**src/hdl/ipv4fb_pkg.sv**
```systemverilog
package ipv4fb_pkg;

    // field widths
    localparam int ADDR_W  = 32;
    localparam int MAC_W   = 48;
    localparam int BYTE_W  = 8;
    localparam int LEN_W   = 11;
    localparam int TOTAL_W = 12;
    localparam int SUM_W   = 20;

    // frame layout
    localparam int HDR_BYTES    = 34;
    localparam int IP_HDR_BYTES = 20;
    localparam int IDX_W        = $clog2(HDR_BYTES);
    localparam int MAX_PAYLOAD  = 1480;

    // default depth of the queue between front and back
    localparam int FIFO_DEPTH_DEFAULT = 4;

    // header constants
    localparam logic [7:0]  ETHERTYPE_HI = 8'h08;
    localparam logic [7:0]  ETHERTYPE_LO = 8'h00;
    localparam logic [7:0]  VER_IHL      = 8'h45;
    localparam logic [7:0]  TTL_DEFAULT  = 8'd64;
    localparam logic [7:0]  FLAGS_DF     = 8'h40;
    localparam logic [15:0] IP_ID        = 16'h0001;
    // fixed words of the IPv4 header folded into one checksum start value
    localparam logic [15:0] CSUM_BASE    = {VER_IHL, 8'h00} + IP_ID + {FLAGS_DF, 8'h00};

    // configuration register indexes and reset values
    localparam logic CFG_IDX_W = 1'b1;
    localparam logic REG_DEST_MAC   = 1'b0;
    localparam logic REG_SOURCE_MAC = 1'b1;
    localparam logic [MAC_W-1:0] DEST_MAC_RESET   = 48'hFFFF_FFFF_FFFF;
    localparam logic [MAC_W-1:0] SOURCE_MAC_RESET = 48'h0200_0000_0001;

    // input command codes
    localparam logic CMD_START   = 1'b0;
    localparam logic CMD_PAYLOAD = 1'b1;

    typedef enum logic [1:0] {
        KIND_HEADER,
        KIND_PAYLOAD,
        KIND_ERROR
    } kind_t;

    typedef struct packed {
        kind_t             kind;
        logic [BYTE_W-1:0] data;
        logic              last;
        logic [ADDR_W-1:0] dest_addr;
        logic [ADDR_W-1:0] source_addr;
        logic [BYTE_W-1:0] proto_number;
        logic [LEN_W-1:0]  payload_length;
    } entry_t;

    typedef struct packed {
        logic [MAC_W-1:0] dest_mac;
        logic [MAC_W-1:0] source_mac;
    } mac_cfg_t;

    typedef struct packed {
        logic full;
        logic empty;
    } q_status_t;

endpackage

```
**src/hdl/ipv4fb_if.sv**
```systemverilog
interface ipv4fb_item_if;
    logic                            valid;
    logic                            ready;
    logic                            command;
    logic [ipv4fb_pkg::ADDR_W-1:0]   dest_addr;
    logic [ipv4fb_pkg::ADDR_W-1:0]   source_addr;
    logic [ipv4fb_pkg::BYTE_W-1:0]   proto_number;
    logic [ipv4fb_pkg::LEN_W-1:0]    payload_length;
    logic [ipv4fb_pkg::BYTE_W-1:0]   payload_byte;

    modport source (
        output valid, command, dest_addr, source_addr, proto_number,
               payload_length, payload_byte,
        input  ready
    );
    modport sink (
        input  valid, command, dest_addr, source_addr, proto_number,
               payload_length, payload_byte,
        output ready
    );
endinterface

interface ipv4fb_result_if;
    logic                          valid;
    logic                          ready;
    logic [ipv4fb_pkg::BYTE_W-1:0] frame_byte;
    logic                          frame_end;
    logic                          error;

    modport source (output valid, frame_byte, frame_end, error, input ready);
    modport sink (input valid, frame_byte, frame_end, error, output ready);
endinterface

interface ipv4fb_cfg_if;
    logic                         valid;
    logic                         ready;
    logic                         index;
    logic [ipv4fb_pkg::MAC_W-1:0] data;

    modport source (output valid, index, data, input ready);
    modport sink (input valid, index, data, output ready);
endinterface

```
**src/hdl/ipv4fb_front.sv**
```systemverilog
module ipv4fb_front (
    input  logic                   clk,
    input  logic                   rst_n,
    ipv4fb_item_if.sink            item_in,
    input  ipv4fb_pkg::q_status_t  q_status,
    output logic                   q_push,
    output ipv4fb_pkg::entry_t     q_entry
);
    import ipv4fb_pkg::*;

    logic             in_payload_reg;
    logic             in_payload_next;
    logic [LEN_W-1:0] bytes_left_reg;
    logic [LEN_W-1:0] bytes_left_next;
    logic [LEN_W-1:0] bytes_dec;
    logic             too_long;

    // accept whenever the queue has room
    assign item_in.ready = !q_status.full;
    assign q_push        = item_in.valid && !q_status.full;

    assign bytes_dec = bytes_left_reg - 1'b1;
    assign too_long  = int'(item_in.payload_length) > MAX_PAYLOAD;

    // classify the item and track the frame in progress
    always_comb
    begin
        in_payload_next        = in_payload_reg;
        bytes_left_next        = bytes_left_reg;
        q_entry                = '0;
        q_entry.dest_addr      = item_in.dest_addr;
        q_entry.source_addr    = item_in.source_addr;
        q_entry.proto_number   = item_in.proto_number;
        q_entry.payload_length = item_in.payload_length;
        q_entry.kind           = KIND_ERROR;
        if (item_in.command == CMD_PAYLOAD)
        begin
            if (in_payload_reg)
            begin
                q_entry.kind    = KIND_PAYLOAD;
                q_entry.data    = item_in.payload_byte;
                q_entry.last    = (bytes_dec == '0);
                bytes_left_next = bytes_dec;
                in_payload_next = (bytes_dec != '0);
            end
        end
        else if (too_long)
        begin
            in_payload_next = 1'b0;
            bytes_left_next = '0;
        end
        else
        begin
            q_entry.kind    = KIND_HEADER;
            in_payload_next = (item_in.payload_length != '0);
            bytes_left_next = item_in.payload_length;
        end
    end

    // hold frame state
    always_ff @(posedge clk or negedge rst_n)
    begin
        if (!rst_n)
        begin
            in_payload_reg <= 1'b0;
            bytes_left_reg <= '0;
        end
        else if (q_push)
        begin
            in_payload_reg <= in_payload_next;
            bytes_left_reg <= bytes_left_next;
        end
    end

    a_payload_count: assert property (@(posedge clk) disable iff (!rst_n)
        in_payload_reg |-> bytes_left_reg != '0)
        else $error("frame open with no bytes left");

    a_header_opens: assert property (@(posedge clk) disable iff (!rst_n)
        (q_push && q_entry.kind == KIND_HEADER && q_entry.payload_length != '0)
        |=> in_payload_reg)
        else $error("header with payload did not open a frame");

endmodule

```
**src/hdl/ipv4fb_queue.sv**
```systemverilog
module ipv4fb_queue #(
    parameter int DEPTH = ipv4fb_pkg::FIFO_DEPTH_DEFAULT
) (
    input  logic                   clk,
    input  logic                   rst_n,
    input  logic                   push,
    input  ipv4fb_pkg::entry_t     push_entry,
    input  logic                   pop,
    output ipv4fb_pkg::entry_t     pop_entry,
    output ipv4fb_pkg::q_status_t  status
);
    import ipv4fb_pkg::*;

    localparam int PW = (DEPTH > 1) ? $clog2(DEPTH) : 1;
    localparam int CW = $clog2(DEPTH + 1);

    entry_t          mem_reg [DEPTH];
    logic [PW-1:0]   wr_ptr_reg;
    logic [PW-1:0]   rd_ptr_reg;
    logic [CW-1:0]   count_reg;
    logic [CW-1:0]   count_next;

    assign status.full  = (count_reg == CW'(DEPTH));
    assign status.empty = (count_reg == '0);
    assign pop_entry    = mem_reg[rd_ptr_reg];

    always_comb
    begin
        count_next = count_reg;
        if (push && !pop)
            count_next = count_reg + 1'b1;
        else if (pop && !push)
            count_next = count_reg - 1'b1;
    end

    // advance pointers and count
    always_ff @(posedge clk or negedge rst_n)
    begin
        if (!rst_n)
        begin
            wr_ptr_reg <= '0;
            rd_ptr_reg <= '0;
            count_reg  <= '0;
        end
        else
        begin
            if (push)
                wr_ptr_reg <= (wr_ptr_reg == PW'(DEPTH - 1)) ? '0 : wr_ptr_reg + 1'b1;
            if (pop)
                rd_ptr_reg <= (rd_ptr_reg == PW'(DEPTH - 1)) ? '0 : rd_ptr_reg + 1'b1;
            count_reg <= count_next;
        end
    end

    // store entries
    always_ff @(posedge clk)
    begin
        if (push)
            mem_reg[wr_ptr_reg] <= push_entry;
    end

    a_no_overflow: assert property (@(posedge clk) disable iff (!rst_n)
        push |-> !status.full)
        else $error("push into full queue");

    a_no_underflow: assert property (@(posedge clk) disable iff (!rst_n)
        pop |-> !status.empty)
        else $error("pop from empty queue");

    a_count_bound: assert property (@(posedge clk) disable iff (!rst_n)
        count_reg <= CW'(DEPTH))
        else $error("queue count out of range");

endmodule

```
**src/hdl/ipv4fb_back.sv**
```systemverilog
module ipv4fb_back (
    input  logic                   clk,
    input  logic                   rst_n,
    input  ipv4fb_pkg::entry_t     q_entry,
    input  ipv4fb_pkg::q_status_t  q_status,
    output logic                   q_pop,
    input  ipv4fb_pkg::mac_cfg_t   mac_cfg,
    ipv4fb_result_if.source        result_out
);
    import ipv4fb_pkg::*;

    logic                  out_valid_reg;
    logic [BYTE_W-1:0]     out_byte_reg;
    logic                  out_end_reg;
    logic                  out_err_reg;

    logic                  busy_reg;
    logic [IDX_W-1:0]      idx_reg;
    logic [ADDR_W-1:0]     dst_reg;
    logic [ADDR_W-1:0]     src_reg;
    logic [BYTE_W-1:0]     proto_reg;
    logic [LEN_W-1:0]      len_reg;
    logic [SUM_W-1:0]      sum_reg;
    logic [SUM_W-1:0]      sum_next;

    logic                  advance;
    logic                  take;
    logic                  emit;
    logic [BYTE_W-1:0]     emit_byte;
    logic                  emit_end;
    logic                  emit_err;
    logic [BYTE_W-1:0]     hdr_byte;
    logic [TOTAL_W-1:0]    total_len;
    logic [15:0]           csum;

    assign advance = !out_valid_reg || result_out.ready;
    assign take    = advance && !busy_reg && !q_status.empty;
    assign q_pop   = take;
    assign emit    = busy_reg || take;

    assign total_len = TOTAL_W'(IP_HDR_BYTES) + TOTAL_W'(len_reg);
    assign csum      = ~sum_reg[15:0];

    // select header byte at the current position
    always_comb
    begin
        unique case (idx_reg)
            6'd1:    hdr_byte = mac_cfg.dest_mac[39:32];
            6'd2:    hdr_byte = mac_cfg.dest_mac[31:24];
            6'd3:    hdr_byte = mac_cfg.dest_mac[23:16];
            6'd4:    hdr_byte = mac_cfg.dest_mac[15:8];
            6'd5:    hdr_byte = mac_cfg.dest_mac[7:0];
            6'd6:    hdr_byte = mac_cfg.source_mac[47:40];
            6'd7:    hdr_byte = mac_cfg.source_mac[39:32];
            6'd8:    hdr_byte = mac_cfg.source_mac[31:24];
            6'd9:    hdr_byte = mac_cfg.source_mac[23:16];
            6'd10:   hdr_byte = mac_cfg.source_mac[15:8];
            6'd11:   hdr_byte = mac_cfg.source_mac[7:0];
            6'd12:   hdr_byte = ETHERTYPE_HI;
            6'd13:   hdr_byte = ETHERTYPE_LO;
            6'd14:   hdr_byte = VER_IHL;
            6'd15:   hdr_byte = 8'h00;
            6'd16:   hdr_byte = BYTE_W'(total_len[TOTAL_W-1:8]);
            6'd17:   hdr_byte = total_len[7:0];
            6'd18:   hdr_byte = IP_ID[15:8];
            6'd19:   hdr_byte = IP_ID[7:0];
            6'd20:   hdr_byte = FLAGS_DF;
            6'd21:   hdr_byte = 8'h00;
            6'd22:   hdr_byte = TTL_DEFAULT;
            6'd23:   hdr_byte = proto_reg;
            6'd24:   hdr_byte = csum[15:8];
            6'd25:   hdr_byte = csum[7:0];
            6'd26:   hdr_byte = src_reg[31:24];
            6'd27:   hdr_byte = src_reg[23:16];
            6'd28:   hdr_byte = src_reg[15:8];
            6'd29:   hdr_byte = src_reg[7:0];
            6'd30:   hdr_byte = dst_reg[31:24];
            6'd31:   hdr_byte = dst_reg[23:16];
            6'd32:   hdr_byte = dst_reg[15:8];
            6'd33:   hdr_byte = dst_reg[7:0];
            default: hdr_byte = '0;
        endcase
    end

    // accumulate the header checksum while the MAC bytes go out
    always_comb
    begin
        case (idx_reg)
            6'd1:    sum_next = SUM_W'(CSUM_BASE) + SUM_W'(total_len);
            6'd2:    sum_next = sum_reg + SUM_W'({TTL_DEFAULT, proto_reg});
            6'd3:    sum_next = sum_reg + SUM_W'(src_reg[31:16]);
            6'd4:    sum_next = sum_reg + SUM_W'(src_reg[15:0]);
            6'd5:    sum_next = sum_reg + SUM_W'(dst_reg[31:16]);
            6'd6:    sum_next = sum_reg + SUM_W'(dst_reg[15:0]);
            6'd7,
            6'd8:    sum_next = SUM_W'(sum_reg[15:0]) + SUM_W'(sum_reg[SUM_W-1:16]);
            default: sum_next = sum_reg;
        endcase
    end

    // pick the next result item
    always_comb
    begin
        emit_byte = '0;
        emit_end  = 1'b0;
        emit_err  = 1'b0;
        if (busy_reg)
        begin
            emit_byte = hdr_byte;
            emit_end  = (idx_reg == IDX_W'(HDR_BYTES - 1)) && (len_reg == '0);
        end
        else
        begin
            case (q_entry.kind)
                KIND_HEADER:  emit_byte = mac_cfg.dest_mac[MAC_W-1:MAC_W-8];
                KIND_PAYLOAD:
                begin
                    emit_byte = q_entry.data;
                    emit_end  = q_entry.last;
                end
                default:      emit_err  = 1'b1;
            endcase
        end
    end

    // control: header sequencer and output valid
    always_ff @(posedge clk or negedge rst_n)
    begin
        if (!rst_n)
        begin
            out_valid_reg <= 1'b0;
            busy_reg      <= 1'b0;
            idx_reg       <= '0;
        end
        else if (advance)
        begin
            out_valid_reg <= emit;
            if (busy_reg)
            begin
                idx_reg <= idx_reg + 1'b1;
                if (idx_reg == IDX_W'(HDR_BYTES - 1))
                    busy_reg <= 1'b0;
            end
            else if (take && q_entry.kind == KIND_HEADER)
            begin
                busy_reg <= 1'b1;
                idx_reg  <= IDX_W'(1);
            end
        end
    end

    // data: output byte, end and error flags, held header fields, checksum
    always_ff @(posedge clk)
    begin
        if (advance)
        begin
            out_byte_reg <= emit_byte;
            out_end_reg  <= emit_end;
            out_err_reg  <= emit_err;
            if (busy_reg)
                sum_reg <= sum_next;
            else if (take)
            begin
                dst_reg   <= q_entry.dest_addr;
                src_reg   <= q_entry.source_addr;
                proto_reg <= q_entry.proto_number;
                len_reg   <= q_entry.payload_length;
            end
        end
    end

    assign result_out.valid      = out_valid_reg;
    assign result_out.frame_byte = out_byte_reg;
    assign result_out.frame_end  = out_end_reg;
    assign result_out.error      = out_err_reg;

    a_idx_range: assert property (@(posedge clk) disable iff (!rst_n)
        busy_reg |-> (idx_reg != '0) && (idx_reg <= IDX_W'(HDR_BYTES - 1)))
        else $error("header index out of range");

    a_no_pop_busy: assert property (@(posedge clk) disable iff (!rst_n)
        busy_reg |-> !q_pop)
        else $error("queue popped during header");

    a_err_no_end: assert property (@(posedge clk) disable iff (!rst_n)
        (out_valid_reg && out_err_reg) |-> !out_end_reg && out_byte_reg == '0)
        else $error("error item carries frame data");

endmodule

```
**src/hdl/ipv4_ethernet_frame_builder_unit.sv**
```systemverilog
// IPv4-over-Ethernet frame builder.
// item_in: a start item (command 0) with IPv4 addresses, protocol and payload
//   length produces the 34-byte Ethernet + IPv4 header with its checksum; a
//   payload item (command 1) passes one byte. result_out carries one frame byte
//   per item, frame_end on the last byte, error on a rejected item (length over
//   the maximum, or payload byte with no open frame).
// cfg: index 0 writes the destination MAC, index 1 the source MAC; always ready.
//   Write only while the block is idle.
// Path: an item taken is written into the queue; the back pops it when it is
//   free and the output can advance, and registers its first result item.
// Throughput: one result byte per cycle from the back sequencer unless stalled;
//   a start item occupies it for its 34 header bytes, payload and error items
//   for one. The input is ready while the FIFO_DEPTH-entry queue between front
//   and back has room, so items keep entering during a header until it fills.
// Reset: MACs return to broadcast / 02:00:00:00:00:01, no frame is open, the
//   queue and the output register are empty.
// Stall: while result_out.ready is low the output register holds; the
//   sequencer freezes and the queue fills, then item_in.ready drops.
module ipv4_ethernet_frame_builder_unit #(
    parameter int FIFO_DEPTH = ipv4fb_pkg::FIFO_DEPTH_DEFAULT
) (
    input  logic              clk,
    input  logic              rst_n,
    ipv4fb_item_if.sink       item_in,
    ipv4fb_result_if.source   result_out,
    ipv4fb_cfg_if.sink        cfg
);
    import ipv4fb_pkg::*;

    mac_cfg_t  mac_cfg_reg;
    entry_t    push_entry;
    entry_t    pop_entry;
    q_status_t q_status;
    logic      q_push;
    logic      q_pop;

    assign cfg.ready = 1'b1;

    // hold configuration registers
    always_ff @(posedge clk or negedge rst_n)
    begin
        if (!rst_n)
        begin
            mac_cfg_reg.dest_mac   <= DEST_MAC_RESET;
            mac_cfg_reg.source_mac <= SOURCE_MAC_RESET;
        end
        else if (cfg.valid)
        begin
            unique case (cfg.index)
                REG_DEST_MAC:   mac_cfg_reg.dest_mac   <= cfg.data;
                REG_SOURCE_MAC: mac_cfg_reg.source_mac <= cfg.data;
                default:        mac_cfg_reg            <= mac_cfg_reg;
            endcase
        end
    end

    ipv4fb_front u_front (
        .clk      (clk),
        .rst_n    (rst_n),
        .item_in  (item_in),
        .q_status (q_status),
        .q_push   (q_push),
        .q_entry  (push_entry)
    );

    ipv4fb_queue #(
        .DEPTH (FIFO_DEPTH)
    ) u_queue (
        .clk        (clk),
        .rst_n      (rst_n),
        .push       (q_push),
        .push_entry (push_entry),
        .pop        (q_pop),
        .pop_entry  (pop_entry),
        .status     (q_status)
    );

    ipv4fb_back u_back (
        .clk        (clk),
        .rst_n      (rst_n),
        .q_entry    (pop_entry),
        .q_status   (q_status),
        .q_pop      (q_pop),
        .mac_cfg    (mac_cfg_reg),
        .result_out (result_out)
    );

endmodule

```
**src/flat_wrapper.sv**
```systemverilog
// flat-port wrapper written by rule: the top's interface ports become plain ports
module ipv4_ethernet_frame_builder_unit_flat import ipv4fb_pkg::*;
#(
    parameter int FIFO_DEPTH = ipv4fb_pkg::FIFO_DEPTH_DEFAULT
)
  (clk, rst_n, item_in_valid, item_in_command, item_in_dest_addr, item_in_source_addr, item_in_proto_number, item_in_payload_length, item_in_payload_byte, item_in_ready, result_out_valid, result_out_frame_byte, result_out_frame_end, result_out_error, result_out_ready, cfg_valid, cfg_index, cfg_data, cfg_ready);
  ipv4fb_item_if item_in_i ();
  ipv4fb_result_if result_out_i ();
  ipv4fb_cfg_if cfg_i ();
  input  logic clk;
  input  logic rst_n;
  input wire logic [$bits(item_in_i.valid)-1:0] item_in_valid;
  input wire logic [$bits(item_in_i.command)-1:0] item_in_command;
  input wire logic [$bits(item_in_i.dest_addr)-1:0] item_in_dest_addr;
  input wire logic [$bits(item_in_i.source_addr)-1:0] item_in_source_addr;
  input wire logic [$bits(item_in_i.proto_number)-1:0] item_in_proto_number;
  input wire logic [$bits(item_in_i.payload_length)-1:0] item_in_payload_length;
  input wire logic [$bits(item_in_i.payload_byte)-1:0] item_in_payload_byte;
  output wire logic [$bits(item_in_i.ready)-1:0] item_in_ready;
  output wire logic [$bits(result_out_i.valid)-1:0] result_out_valid;
  output wire logic [$bits(result_out_i.frame_byte)-1:0] result_out_frame_byte;
  output wire logic [$bits(result_out_i.frame_end)-1:0] result_out_frame_end;
  output wire logic [$bits(result_out_i.error)-1:0] result_out_error;
  input wire logic [$bits(result_out_i.ready)-1:0] result_out_ready;
  input wire logic [$bits(cfg_i.valid)-1:0] cfg_valid;
  input wire logic [$bits(cfg_i.index)-1:0] cfg_index;
  input wire logic [$bits(cfg_i.data)-1:0] cfg_data;
  output wire logic [$bits(cfg_i.ready)-1:0] cfg_ready;
  assign item_in_i.valid = item_in_valid;
  assign item_in_i.command = item_in_command;
  assign item_in_i.dest_addr = item_in_dest_addr;
  assign item_in_i.source_addr = item_in_source_addr;
  assign item_in_i.proto_number = item_in_proto_number;
  assign item_in_i.payload_length = item_in_payload_length;
  assign item_in_i.payload_byte = item_in_payload_byte;
  assign item_in_ready = item_in_i.ready;
  assign result_out_valid = result_out_i.valid;
  assign result_out_frame_byte = result_out_i.frame_byte;
  assign result_out_frame_end = result_out_i.frame_end;
  assign result_out_error = result_out_i.error;
  assign result_out_i.ready = result_out_ready;
  assign cfg_i.valid = cfg_valid;
  assign cfg_i.index = cfg_index;
  assign cfg_i.data = cfg_data;
  assign cfg_ready = cfg_i.ready;
  ipv4_ethernet_frame_builder_unit #(.FIFO_DEPTH(FIFO_DEPTH)) u_core (.clk(clk), .rst_n(rst_n), .item_in(item_in_i), .result_out(result_out_i), .cfg(cfg_i));
endmodule
```
**config.mk**
```make
export PLATFORM = sky130hd
export DESIGN_NAME = ipv4_ethernet_frame_builder_unit_flat
export DESIGN_NICKNAME = d
export VERILOG_FILES = /design/src/hdl/ipv4fb_pkg.sv /design/src/hdl/ipv4fb_if.sv /design/src/hdl/ipv4fb_front.sv /design/src/hdl/ipv4fb_queue.sv /design/src/hdl/ipv4fb_back.sv /design/src/hdl/ipv4_ethernet_frame_builder_unit.sv /design/src/flat_wrapper.sv
export SDC_FILE = /design/constraint.sdc
export NUM_CORES = 1
export LEC_CHECK = 0
export BUFFER_PORTS_ARGS = -buffer_cell sky130_fd_sc_hd__buf_2
export CELL_PAD_IN_SITES_DETAIL_PLACEMENT = 1
export CELL_PAD_IN_SITES_GLOBAL_PLACEMENT = 2
export CORE_ASPECT_RATIO = 0.9
export CORE_MARGIN = 3
export CORE_UTILIZATION = 48
export CTS_CLUSTER_DIAMETER = 30
export CTS_CLUSTER_SIZE = 14
export DETAILED_ROUTE_END_ITERATION = 6
export MAX_ROUTING_LAYER = met4
export PLACE_DENSITY_LB_ADDON = 0.3
export RECOVER_POWER = 50
export SYNTH_ARGS = -nofsm -noshare
export SYNTH_HDL_FRONTEND = slang
export SYNTH_SLANG_ARGS = --single-unit
```
**constraint.sdc**
```tcl
create_clock -name clk -period 16.8 [get_ports clk]
set_input_delay 5.04 -clock clk [delete_from_list [all_inputs] [get_ports clk]]
set_output_delay 5.04 -clock clk [all_outputs]
set_load 0.03 [all_outputs]
```
* Word-level counts from Yosys, hierarchy flattened
Memory sizes are Yosys's and may differ from the RTL's.
Index checks and enable logic that the tools add are counted.
** Word-level totals
- Bits in registers :: 236
- RAM bits :: 376
- Bits of input ports :: 146
- Output and inout port bits :: 13
- Word-level logic and storage cells :: 132
- Memories kept :: 1
** Memory list
- u_core.u_queue.mem_reg :: depth 4, bits a word 94, rd ports 1, clocked after memory_dff 0, wr ports 1, RTL line ipv4fb_queue.sv:17 : entry_t mem_reg [DEPTH];
** Cells by class
- Add/sub/neg operators :: 14
- Magnitude comparators :: 1
- Equal/unequal tests :: 34
- Multiplexer cells :: 28
- Bitwise logic cells :: 3
- Reduce and logical (&&, ||, !) cells :: 33
** Operators with widths (count)
- case mux 8 bit (28 select lines) :: 1
- case mux 20 bit (7 select lines) :: 1
- == test 6 x 5 -> 1 bit, second input constant :: 14
- adder 20 x 16 -> 20 bit :: 4
- two-way mux 11 bit :: 4
- == test 6 x 4 -> 1 bit, second input constant :: 6
- == test 6 x 3 -> 1 bit, second input constant :: 4
- logical NOT 11 bit :: 2
- nonzero test 11 bit :: 2
- adder 20 x 15 -> 20 bit :: 1
- adder 16 x 12 -> 17 bit, first input constant :: 1
- adder 16 x 4 -> 17 bit :: 1
- NOT 16 bit :: 1
- case mux 8 bit (2 select lines) :: 1
- adder 5 x 11 -> 12 bit, first input constant :: 1
- == test 6 x 2 -> 1 bit, second input constant :: 2
- == test 6 bit, second input constant :: 2
- two-way mux 6 bit :: 2
- > comparator 11 bit, second input constant :: 1
- two-way mux 1 bit :: 11
- subtractor 11 x 1 -> 11 bit, second input constant :: 1
- two-way mux 9 bit :: 1
- two-way mux 2 bit :: 4
- two-way mux 8 bit :: 1
- other kinds (21) :: 44

* Depth between registers and ports, before layout
- Depth in word-level cells :: 7
- Depth in mapped cells :: 18
- Mapped depth without buffers :: 16

* Cells and area by module
A second synthesis with hierarchy kept.
** Second synthesis, totals
- Cell total of the unflattened synthesis :: 1741
- Area total of the unflattened synthesis :: 27431.3 um^2
** By module, submodules not included
- ipv4fb_queue :: instances 1, cells each 529, area an instance 14014.7 um^2, seq. area each 11466.0 um^2
- ipv4fb_back :: instances 1, cells each 792, area an instance 8105.3 um^2, seq. area each 3593.4 um^2
- ipv4_ethernet_frame_builder_unit :: instances 1, cells each 206, area an instance 3653.5 um^2, seq. area each 2464.9 um^2
- ipv4fb_front :: instances 1, cells each 214, area an instance 1657.8 um^2, seq. area each 300.3 um^2

* Least setup slack after synthesis
OpenSTA, ideal clock, no wires.
- Path kind :: in2reg
- Start :: input result_out_ready
- End :: register u_core.u_queue.count_reg[1]
- Setup time :: 125 ps
- Data arrival time :: 12864 ps
- Required time :: 16675 ps
- Slack :: 3811 ps
- Stages :: 7
- Path buffers :: 0
- Cells stage by stage :: nor2b_1 -> nor3_1 -> inv_1 -> ha_1 -> inv_1 -> fa_1 -> mux2_2
** On the way
- Longest elaborated chain between the ends :: 6
- Elaborated cells on any way between the ends :: 8
- Classes of those cells :: mux (1); reduce/logical (7)
** Ends and longest elaborated chain
- from (decl) :: RTL line flat_wrapper.sv:24 : input wire logic [$bits(result_out_i.ready)-1:0] result_out_ready;
- logical OR 1 bit :: RTL line ipv4fb_back.sv:36 : assign advance = !out_valid_reg || result_out.ready;
- logical AND 1 bit (2 in a row) :: RTL line ipv4fb_back.sv:37 : assign take = advance && !busy_reg && !q_status.empty;
- logical NOT 1 bit :: RTL line ipv4fb_queue.sv:30 : if (push && !pop)
- logical AND 1 bit :: RTL line ipv4fb_queue.sv:30
- two-way mux 3 bit :: RTL line ipv4fb_queue.sv:30
- named net u_core.u_queue.count_next[1] :: RTL line ipv4fb_queue.sv:21 : logic [CW-1:0] count_next;
- to (signal assigned) :: RTL line ipv4fb_queue.sv:51 : count_reg <= count_next;
- to (decl) :: RTL line ipv4fb_queue.sv:20 : logic [CW-1:0] count_reg;
The timed path passes the listed nets, and every way through them passes these cells.
A chain may end at the register's enable or synchronous reset.

==> impl_metrics.json <==
{
  "yosysSeqAreaShare_pct": 67.1,
  "io_buffers": 157,
  "synth_area_leaders": "edfxtp_1 (55%), mux4_2 (8.0%), dfrtp_1 (6.9%), dfstp_2 (4.9%), mux2_2 (4.3%)",
  "cp.required_ps": 17420,
  "slowest_stage": "clkbuf_1",
  "synthAdderAreaFrac_pct": 2.02,
  "vias_per_cell": 6.34,
  "total_leakage_power_nw": 11.1,
  "finalSetupViolCount": 0,
  "cts.sinks": 612,
  "m1WireLength_um": 35100,
  "synth-edff-count": 489,
  "synth_cells": 1653,
  "crit_path_max_fanout": 69,
  "drt-pass1-iter-count": 6,
  "clk_latency_ps": 670,
  "grt_setup_unrepaired": "false",
  "largest_reg_flops": 376,
  "synth_mux_area_share_pct": 12.7,
  "wl_met2_um": 38100,
  "power_mw": 6.21,
  "synth_area_um2": 26600,
  "final_core_util_pct": 58.0,
  "finalHoldViolations": 0,
  "crit_chain": "clkbuf_1 -> buf_4",
  "htree_num_levels": 3,
  "grtUsageTotal_pct": 29.5,
  "worst_slack_ps": 8890,
  "post-route-period-util_pct": 47.1,
  "place_congestion": 0.976,
  "clock_path_buffers": 3,
  "hp-class": "flip-flop to flip-flop",
  "first_global_vias": 17400,
  "clk_pin_slew_worst_paths_ps": 50,
  "path_class": "input pin to asynchronous set/reset pin",
  "relSlewSlack_pct": -162,
  "startpoint_type": "input pin",
  "dp.final_hpwl_um": 55400,
  "cts_made_buffers": 107,
  "critical-path-top-delay-family": "buffers and inverters",
  "fin_crit_ps": 7910,
  "synth_largest_area_cell": "edfxtp_1",
  "ys_warn_count": 0,
  "finalNonFillerCells": 2655,
  "seq_area_um2": 17800,
  "antenna_found_initial": 1,
  "num_io_pins": 159,
  "peakVddDrop_v": 0.0000995,
  "max-cap-violations": 5,
  "synth_xor_area_share_pct": 1.65,
  "worstPathArrival_ps": 8530,
  "ys.flop_type": "edfxtp_1",
  "cpPeakStageDelay_ps": 2470,
  "synth_top_family_by_area": "multiplexers",
  "rows": 81,
  "wl_um": 82300,
  "ctsHoldBuffers": 0,
  "dr.first_iter.drc_count": 2001,
  "critPathBufInv": 2,
  "powerDensity_nw_per_um2": 196,
  "skew_ps": 58.2,
  "postCtsSetupBuffers": 0,
  "ctsResizeCount": 0,
  "yosys.area.top_type_share_pct": 55.3,
  "drive_above_1_share_pct": 27.2,
  "maxSlewViolCount": 231,
  "cts_tree": "done",
  "synth_area_per_cell_um2": 16.1,
  "layout.nets": 2042,
  "multi_input_area_um2": 8260,
  "highest_layer": "met4",
  "endpoint_kind": "asynchronous set/reset pin",
  "synth.distinct_cells": 77,
  "grt_max_degree": 81,
  "drc_errors": 0,
  "initial_core_util_pct": 48.7,
  "fmax_ghz": 0.126,
  "drt-wirelength-per-cell_um": 31.0,
  "num-fill-cells": 5051,
  "outcome": "finished, violations left",
  "dp.cells": 2451,
  "grt-ovfl-total": 0,
  "die_height_um": 229,
  "wl_met3_um": 5980,
  "syn-num-nets": 1840,
  "tns_ps": 0,
  "synth_compound_area_share_pct": 7.67,
  "ys_ff_latch": 612,
  "areaGrowthSynthToFinish_pct": 19.0,
  "ant_nets": 0,
  "ff2ff_setup_slack_ps": 9470,
  "ys_async_sr_fraction_pct": 20.1,
  "root_buffer": "clkbuf_16",
  "die_w_um": 254,
  "violations": "capacitance limit, slew limit",
  "num_vias": 16800,
  "yosys.area_share.simple_pct": 6.91,
  "worst_pin_slew_ps": 3930,
  "grt_pass1_wl_um": 121000,
  "dp_slack_ps": 9550,
  "die_area_um2": 58200,
  "core_area_um2": 54500
}
==> final timing paths <==
path / from / end / cells past startpoint
worst min register to register: u_core.u_queue.count_reg[2]$_DFFE_PN0P_ / u_core.u_queue.count_reg[2]$_DFFE_PN0P_ / 1
worst max-delay path: rst_n / u_core.u_queue.rd_ptr_reg[1]$_DFFE_PN0P_ / 2
worst max register to register: u_core.u_queue.rd_ptr_reg[0]$_DFFE_PN0P_ / u_core.u_back.src_reg[19]$_DFFE_PP_ / 3
worst min-delay path: u_core.u_queue.count_reg[2]$_DFFE_PN0P_ / u_core.u_queue.count_reg[2]$_DFFE_PN0P_ / 1
max in group clk: item_in_valid / u_core.u_queue.mem_reg[3][68]$_DFFE_PP_ / 3
min in group asynchronous: rst_n / u_core.mac_cfg_reg[5]$_DFFE_PN0P_ / 1
==> Yosys cell counts, drive strengths merged, types with 7 or more instances <==
cell	n
o21ai	39
a2111oi	8
buf	35
a31oi	11
nor3	20
dfstp	50
o21a	7
edfxtp	489
o2111a	8
nand2	71
inv	29
a21o	8
and3	45
a32oi	18
nand4	15
o221ai	7
xnor2	30
mux4	94
a22oi	67
nand3	51
o211ai	8
and2	22
nand2b	14
ha	38
o2111ai	9
clkbuf	60
xor2	20
o22ai	12
a21oi	31
nor4b	8
dfrtp	73
mux2	101
mux2i	13
nor2b	12
nor2	45
nor4	7
==> cell families after synthesis <==
family / count (synthesis)
simple gates: 339
flops: 612
xor+xnor: 50
fa+ha+maj: 41
buf+inv: 124
other cells: 1
compound gates: 278
mux: 208
==> area by class of cell <==
cell class | count | area share, %
Inverter | 29 | 0.344
Antenna cell | 1 | 0.00792
Tap cell | 705 | 2.79
Sequential cell | 612 | 56.4
Clock inverter | 69 | 2.34
Timing Repair Buffer | 188 | 2.83
Multi-Input combinational cell | 917 | 26.1
Clock buffer | 134 | 9.14
==> per-layer routing <==
layer / vias to the layer above / GRT usage (%)
met5: - / -
li1: 7049 / -
met1: 8829 / 41.4
met2: 783 / 43.7
met4: 0 / 10.9
met3: 163 / 5.05
==> per-stage QoR <==
stage	hold slack, ps	instance area, µm²
2_1_floorplan	457	26600
3_3_place_gp	483	28100
3_5_place_dp	494	28100
4_1_cts	501	31700
5_1_grt	523	31600
6_report	499	31600
==> placed cells by master, fill, tap and decap left out, drive strengths merged, types with 20 or more instances in the layout <==
| cell | netlist | routed |
|---|---|---|
| clkbuf | 60 | 224 |
| nand3 | 51 | 51 |
| mux4 | 94 | 94 |
| inv | 29 | 40 |
| nor3 | 20 | 20 |
| nand2 | 71 | 71 |
| and2 | 22 | 22 |
| a21oi | 31 | 31 |
| edfxtp | 489 | 489 |
| buf | 35 | 98 |
| and3 | 45 | 45 |
| ha | 38 | 38 |
| xnor2 | 30 | 30 |
| dfrtp | 73 | 73 |
| a22oi | 67 | 67 |
| clkinv | 0 | 34 |
| o21ai | 39 | 39 |
| mux2 | 101 | 101 |
| dfstp | 50 | 50 |
| xor2 | 20 | 20 |
| nor2 | 45 | 45 |
==> report_power, final <==
part / leakage, nW / internal [mW] / switching [mW] / total [mW]
registers: 5.87 / 2.05 / 0.217 / 2.27
clock network: 1.74 / 1.37 / 0.776 / 2.14
logic: 3.51 / 0.680 / 1.12 / 1.80
total: 11.1 / 4.10 / 2.11 / 6.21
Note: power is estimated with default switching activity, not from simulation.
